`src/rtl/insertion_ordered_int_set_defines.svh`:
```
// Assertion macros used by the insertion-ordered set RTL.
`ifndef INSERTION_ORDERED_INT_SET_DEFINES_SVH
`define INSERTION_ORDERED_INT_SET_DEFINES_SVH

`ifndef ASSERT_OFF
// Property that must hold at every clock edge outside reset.
`define IOSET_ASSERT(lbl, prop, msg) \
    lbl: assert property (@(posedge i_clk) disable iff (!i_rst_n) (prop)) \
        else $error(msg);
// Property whose consequent must hold in the cycle after the antecedent.
`define IOSET_ASSERT_NEXT(lbl, pre, post, msg) \
    lbl: assert property (@(posedge i_clk) disable iff (!i_rst_n) (pre) |=> (post)) \
        else $error(msg);
`else
`define IOSET_ASSERT(lbl, prop, msg)
`define IOSET_ASSERT_NEXT(lbl, pre, post, msg)
`endif

`endif

```
`src/rtl/ioset_pkg.sv`:
```
// Package for the insertion-ordered set: request codes, item types and defaults.
package ioset_pkg;

    localparam int CAPACITY_DEF = 32;
    localparam int VALUE_W      = 32;
    localparam int COUNT_OUT_W  = 6;

    localparam logic [1:0] KIND_TEST   = 2'd0;
    localparam logic [1:0] KIND_ADD    = 2'd1;
    localparam logic [1:0] KIND_REMOVE = 2'd2;
    localparam logic [1:0] KIND_CLEAR  = 2'd3;

    typedef struct packed {
        logic [1:0]                kind;
        logic signed [VALUE_W-1:0] value;
    } t_in_item;

    typedef struct packed {
        logic                   outcome;
        logic                   overflow;
        logic [COUNT_OUT_W-1:0] member_count;
        logic                   empty_flag;
    } t_out_item;

endpackage

```
`src/rtl/ioset_ram.sv`:
```
// Generic single-port-write, single-port-read RAM with a registered read.
module ioset_ram
    import ioset_pkg::*;
#(
    parameter int WIDTH = VALUE_W,
    parameter int DEPTH = CAPACITY_DEF
) (
    input  logic                     i_clk,
    input  logic                     i_we,
    input  logic [$clog2(DEPTH)-1:0] i_waddr,
    input  logic [WIDTH-1:0]         i_wdata,
    input  logic                     i_re,
    input  logic [$clog2(DEPTH)-1:0] i_raddr,
    output logic [WIDTH-1:0]         o_rdata
);

    logic [WIDTH-1:0] r_mem [DEPTH];
    logic [WIDTH-1:0] r_rdata;

    always_ff @(posedge i_clk) begin
        if (i_we) begin
            r_mem[i_waddr] <= i_wdata;
        end
        if (i_re) begin
            r_rdata <= r_mem[i_raddr];
        end
    end

    assign o_rdata = r_rdata;

endmodule

```
`src/rtl/insertion_ordered_int_set.sv`:
```
// Insertion-ordered set of distinct 32-bit integers, held packed in one RAM.
//
// A request walks the stored members one RAM read a cycle, in order of first
// membership. A removal writes each later member one place down as the walk
// passes it, and an add appends at the end once the walk has found no match.
// A request thus walks all count members (count being the number of members
// when it is accepted, at most CAPACITY), paced by the single read port of
// the entry RAM; a clear or a request on an empty set skips the walk. The
// result item sits in an output register, so the next request is taken
// while an earlier result waits; its own result waits in turn until the
// output register is free. No new request is taken during a walk.
`include "insertion_ordered_int_set_defines.svh"

module insertion_ordered_int_set
    import ioset_pkg::*;
#(
    parameter int CAPACITY = CAPACITY_DEF
) (
    input  logic      i_clk,
    input  logic      i_rst_n,
    input  logic      i_in_valid,
    output logic      o_in_ready,
    input  t_in_item  i_in_item,
    output logic      o_out_valid,
    input  logic      i_out_ready,
    output t_out_item o_out_item
);

    localparam int IW = $clog2(CAPACITY);
    localparam int CW = $clog2(CAPACITY + 1);

    localparam logic [1:0] ST_IDLE   = 2'd0;
    localparam logic [1:0] ST_SCAN   = 2'd1;
    localparam logic [1:0] ST_DECIDE = 2'd2;

    logic [1:0]         r_state;
    logic [CW-1:0]      r_count;
    logic [CW-1:0]      r_rd_idx;
    logic [CW-1:0]      r_chk_idx;
    logic               r_found;
    logic [1:0]         r_kind;
    logic [VALUE_W-1:0] r_value;
    logic               r_out_valid;
    t_out_item          r_out_item;

    logic               mem_we;
    logic [IW-1:0]      mem_waddr;
    logic [VALUE_W-1:0] mem_wdata;
    logic               mem_re;
    logic [IW-1:0]      mem_raddr;
    logic [VALUE_W-1:0] mem_rdata;

    logic               hit;
    logic               last;
    logic               out_go;
    logic               dec_outcome;
    logic               dec_overflow;
    logic [CW-1:0]      dec_count;

    ioset_ram #(
        .WIDTH(VALUE_W),
        .DEPTH(CAPACITY)
    ) u_entries (
        .i_clk  (i_clk),
        .i_we   (mem_we),
        .i_waddr(mem_waddr),
        .i_wdata(mem_wdata),
        .i_re   (mem_re),
        .i_raddr(mem_raddr),
        .o_rdata(mem_rdata)
    );

    assign hit    = (mem_rdata == r_value);
    assign last   = (r_chk_idx == r_count - CW'(1));
    assign out_go = (r_state == ST_DECIDE) && (!r_out_valid || i_out_ready);

    always_comb begin
        mem_we       = 1'b0;
        mem_waddr    = '0;
        mem_wdata    = r_value;
        mem_re       = 1'b0;
        mem_raddr    = '0;
        dec_outcome  = 1'b0;
        dec_overflow = 1'b0;
        dec_count    = r_count;
        unique case (r_state)
            ST_IDLE: begin
                if (i_in_valid && i_in_item.kind != KIND_CLEAR && r_count != '0) begin
                    mem_re = 1'b1;
                end
            end
            ST_SCAN: begin
                mem_re    = (r_rd_idx < r_count);
                mem_raddr = r_rd_idx[IW-1:0];
                // Once the match is behind us, every member read moves down one place.
                if (r_kind == KIND_REMOVE && r_found) begin
                    mem_we    = 1'b1;
                    mem_waddr = r_chk_idx[IW-1:0] - IW'(1);
                    mem_wdata = mem_rdata;
                end
            end
            ST_DECIDE: begin
                case (r_kind)
                    KIND_TEST: begin
                        dec_outcome = r_found;
                    end
                    KIND_ADD: begin
                        if (!r_found && r_count < CW'(CAPACITY)) begin
                            mem_we      = out_go;
                            mem_waddr   = r_count[IW-1:0];
                            dec_count   = r_count + CW'(1);
                            dec_outcome = 1'b1;
                        end else if (!r_found) begin
                            dec_overflow = 1'b1;
                        end
                    end
                    KIND_REMOVE: begin
                        if (r_found) begin
                            dec_count   = r_count - CW'(1);
                            dec_outcome = 1'b1;
                        end
                    end
                    default: begin
                        dec_count   = '0;
                        dec_outcome = 1'b1;
                    end
                endcase
            end
            default: ;
        endcase
    end

    always_ff @(posedge i_clk) begin
        if (!i_rst_n) begin
            r_state     <= ST_IDLE;
            r_count     <= '0;
            r_rd_idx    <= '0;
            r_chk_idx   <= '0;
            r_found     <= 1'b0;
            r_out_valid <= 1'b0;
        end else begin
            if (out_go) begin
                r_out_valid <= 1'b1;
            end else if (r_out_valid && i_out_ready) begin
                r_out_valid <= 1'b0;
            end
            unique case (r_state)
                ST_IDLE: begin
                    if (i_in_valid) begin
                        r_found   <= 1'b0;
                        r_rd_idx  <= CW'(1);
                        r_chk_idx <= '0;
                        if (i_in_item.kind == KIND_CLEAR || r_count == '0) begin
                            r_state <= ST_DECIDE;
                        end else begin
                            r_state <= ST_SCAN;
                        end
                    end
                end
                ST_SCAN: begin
                    if (mem_re) begin
                        r_rd_idx <= r_rd_idx + CW'(1);
                    end
                    r_found <= r_found | hit;
                    if (last) begin
                        r_state <= ST_DECIDE;
                    end else begin
                        r_chk_idx <= r_chk_idx + CW'(1);
                    end
                end
                ST_DECIDE: begin
                    if (out_go) begin
                        r_count <= dec_count;
                        r_state <= ST_IDLE;
                    end
                end
                default: begin
                    r_state <= ST_IDLE;
                end
            endcase
        end
    end

    always_ff @(posedge i_clk) begin
        if (r_state == ST_IDLE && i_in_valid) begin
            r_kind  <= i_in_item.kind;
            r_value <= i_in_item.value;
        end
        if (out_go) begin
            r_out_item.outcome      <= dec_outcome;
            r_out_item.overflow     <= dec_overflow;
            r_out_item.member_count <= COUNT_OUT_W'(dec_count);
            r_out_item.empty_flag   <= (dec_count == '0);
        end
    end

    assign o_in_ready  = (r_state == ST_IDLE);
    assign o_out_valid = r_out_valid;
    assign o_out_item  = r_out_item;

    `IOSET_ASSERT(a_count_bound, r_count <= CW'(CAPACITY), "member count exceeds capacity")
    `IOSET_ASSERT(a_scan_in_range,
        (r_state != ST_SCAN) || (r_chk_idx < r_count),
        "scan index beyond members")
    `IOSET_ASSERT(a_shift_only_remove,
        !(r_state == ST_SCAN && mem_we) || (r_kind == KIND_REMOVE && r_found),
        "entry written during scan outside a removal")
    `IOSET_ASSERT_NEXT(a_count_steady, !out_go, $stable(r_count),
        "member count changed outside a decision")
    `IOSET_ASSERT_NEXT(a_add_appends,
        out_go && r_kind == KIND_ADD && !r_found && r_count < CW'(CAPACITY),
        r_count == $past(r_count) + CW'(1),
        "add of an absent value did not grow the set")

endmodule
```
`config.mk`:
```
export PLATFORM = sky130hd
export DESIGN_NAME = insertion_ordered_int_set
export DESIGN_NICKNAME = d
export VERILOG_FILES = /design/src/rtl/ioset_pkg.sv /design/src/rtl/ioset_ram.sv /design/src/rtl/insertion_ordered_int_set.sv
export VERILOG_INCLUDE_DIRS = /design/src /design/src/rtl
export SDC_FILE = /design/constraint.sdc
export NUM_CORES = 1
export LEC_CHECK = 0
export BUFFER_PORTS_ARGS = -buffer_cell sky130_fd_sc_hd__buf_2
export CORE_MARGIN = 4
export CORE_UTILIZATION = 57
export DETAILED_ROUTE_END_ITERATION = 10
export GPL_TIMING_DRIVEN = 0
export PLACE_DENSITY = 0.73
export SYNTH_ARGS = -nofsm -noshare
export SYNTH_HDL_FRONTEND = slang
export SYNTH_SLANG_ARGS = --single-unit
```
`constraint.sdc`:
```
create_clock -name i_clk -period 3.5 [get_ports i_clk]
set_clock_uncertainty 0.15 [all_clocks]
set_input_delay 0.175 -clock i_clk [delete_from_list [all_inputs] [get_ports i_clk]]
set_output_delay 0.175 -clock i_clk [all_outputs]
set_load 0.01 [all_outputs]
```
==> metrics <==
core area 0.0765 mm²; family with the most delay on the worst path simple AND/OR/NAND/NOR gates; first-pass GRT wire length 158000 µm; HP Start i_in_item[8]; Yosys top cell area share 74.6%; endpoint class of the critical path flip-flop; WL final 108000 µm; LEAKAGE 16.4 nW; FF-to-FF setup slack 0.07 ns; Final min period 3.43 ns; Slew @ Worst Pin 1.39 ns; crit-path cells buf_2, and3b_1, and2_1, buf_2, a22o_1, and2_1, nand3b_1, nor2_4, buf_16; Min-Delay Path Class primary input to flip-flop; GRT Overall Usage 26.6%; Worst path max stage delay 0.42 ns; fin area 0.0512 mm²; Sw Ratio 24.1%; Post-Route Utilization 66.9%; DP Cell Count 3411; most frequent cell after synthesis edfxtp_1; pin count of the biggest net entering global routing 36; r2r startpoint r_kind[0]; hold path cells 2; fraction of layout cells with a size suffix above 1 23.9%; setup ws final 0.0706 ns; final period utilization 98.0%; worst reg2reg endpoint u_entries.r_mem[27][23]; worst setup path class flip-flop to flip-flop; Post-DP Area 0.0467 mm²; CTS tree built; Hold Slack 0.0625 ns; die width 287 µm; most instantiated cells after synthesis edfxtp_1, mux4_2, nand2_1; register area share after synthesis 75.5%; synthesis-to-finish area growth 15.6%; Final TNS setup 0 ns; Max VDD drop 0.477 mV; IO Port Bufs 48; Top FF cell, synth edfxtp_1; Switch Pwr 7.30 mW; Cell Area, Synth 0.0443 mm²; Vias/cell 6.45; dpl hpwl 68600 µm; syn_nets 2354; row cnt 101; Worst Hold End r_value[8]; CP Max Fanout 17; Die ar. 0.0822 mm²; Post-Place Setup Slack -0.337 ns; Final Hold Viols 0; outcome completed; die height 287 µm; Initial Util 57.9%; clock-pin slew on the worst setup and hold paths 0.06 ns; Comb pwr share 10.6%; GRT Residual Overflow 0; max_cap viols 0; power per cell area 592 mW/mm²; Worst Path Arrival 3.66 ns; H-tree Lvls 3; RSZ-0062 raised after global routing no; worst r2r path cells 9; Worst-Skew Late Latency 0.68 ns; Post-synth ARST share 0%; DRT iter0 DRCs 3233; Fmax 292 MHz; clock root buffer clkbuf_16; Worst setup SP type flip-flop; Nets 2611; setup violators final 0; Sequential Power Share 52.2%; clock power share 37.3%; I/O pin total 49; synth unique cells 55; Pwr Total 30.3 mW; gpl congestion 0.900; internal power 23.0 mW; cell taking the most area after synthesis edfxtp_1; Clock Sink Count 1121; final non-filler cell total 3680; vias in the first global route 23800; critical path's slowest cell nand3b_1; Post-Syn Instances 2301; number of synthesized flops with an enable pin 1099; Num CTS Buffers 107; Synth Area per Inst 19.2 µm²; CP Buf/Inv Count 3; synth top area cells edfxtp_1, mux4_2, mux2i_1; number of routed nets with antenna violations 0; DR vias 23700; DR WL/cell 29.4 µm; Max Root-Sink Buffers 3; router iterations before antenna repair 6; n_diodes 0; Slew HR 7.51%; synth warn 0; post-synthesis sequential element count 1121; Critical Path RT 3.73 ns; Pins Over Slew Limit 0; drt drc 0; antenna violations before repair 2
## metal layers
metal | vias to the layer above | track usage (%) | share of wire [%]
li1 | 9801 | - | -
met1 | 12200 | 36.6 | 38
met2 | 1429 | 43.0 | 48
met3 | 258 | 5.58 | 9.5
met4 | 2 | 9.75 | 4.0
met5 | - | 0 | 0.0093
## kinds of logic (layout without fill, tap and decap cells)
group | count (synthesis) | count (layout) | synth area share (%)
muxes | 387 | 387 | 15.2
DFF | 1121 | 1121 | 75.5
AOI/OAI and AO/OA | 209 | 209 | 2.81
xor gates and xnor gates | 46 | 46 | 0.910
buffers and inverters | 149 | 498 | 1.46
and+or+nand+nor | 374 | 374 | 3.67
adders and majority gates | 15 | 15 | 0.424
## power by group through the flow
| stage | Combinational [mW] | Clock (mW) | Sequential (mW) |
|---|---|---|---|
| 6_report | 3.20 | 11.3 | 15.8 |
| 2_1_floorplan | 1.95 | 0 | 16.0 |
| 5_1_grt | 3.39 | 12.1 | 15.8 |
| 3_5_place_dp | 3.05 | 0 | 16.1 |
| 3_3_place_gp | 2.93 | 0 | 16.1 |
| 4_1_cts | 3.11 | 11.4 | 15.8 |
## state kept, by name, indices dropped and copies added, names as in the netlist
name and cells:
o_out_valid 1, u_entries.o_rdata 32, r_kind 2, r_found 1, r_rd_idx 6, r_state 2, u_entries.r_mem 1024, r_count 6
r_value 32, r_chk_idx 6, o_out_item 9
## area by class of cell
type | instances | area [µm²]
Sequential cell | 1121 | 33400
Fill cell | 4756 | 25300
Multi-Input combinational cell | 1031 | 10400
Clock buffer | 138 | 2880
Timing Repair Buffer | 152 | 1930
Tap cell | 1030 | 1290
Buffer | 124 | 581
Clock inverter | 63 | 553
Inverter | 21 | 78.8
## repair_timing
action / 4_1_cts / 5_1_grt
hold buffers: 38 / 0
endpoints found under the hold margin: 51 / 0
setup buffers: 34 / 0
resized for setup: 8 / 10
setup endpoints to repair: 913 / 848
pin swaps: 29 / 0
## worst max-delay path by stage
stage                     startpoint                       to  slack, ns  depth (start not counted)
after floorplan            r_kind[0]    u_entries.r_mem[8][0]      -0.12                          8
final                      r_kind[0]  u_entries.r_mem[27][23]       0.07                          9
after global routing       r_kind[0]   u_entries.r_mem[31][8]       0.01                          7
after detailed placement   r_kind[0]  u_entries.r_mem[21][23]      -0.34                          9
after global placement     r_kind[0]  u_entries.r_mem[29][23]      -2.20                          8
after CTS                 r_state[1]    u_entries.o_rdata[10]       0.04                         10
## cells in the final DEF (no fill, tap or decap), types with 4 or more instances in the layout
cell type	count
nand2b_1	4
nor3b_1	4
buf_4	9
nor3_1	11
a31oi_1	6
mux2_2	33
edfxtp_1	1099
nor2_1	16
nor2b_1	6
xnor2_1	34
mux2i_1	130
clkinvlp_4	4
clkbuf_1	69
dlygate4sd3_1	38
and2_1	4
o21ai_1	10
ha_1	15
inv_1	20
buf_1	18
a211oi_1	6
o21ai_0	73
or2_2	5
a21oi_1	21
nand3_1	45
clkinv_2	24
clkinv_1	20
bufinv_16	8
clkbuf_8	4
buf_12	51
nor2_4	32
buf_16	9
xor2_1	12
nand4_1	10
buf_2	99
clkbuf_16	109
mux4_2	224
or3_1	6
dfxtp_1	22
o22ai_1	65
nand2_1	216
No activity file was read; power rests on OpenSTA's default activity.
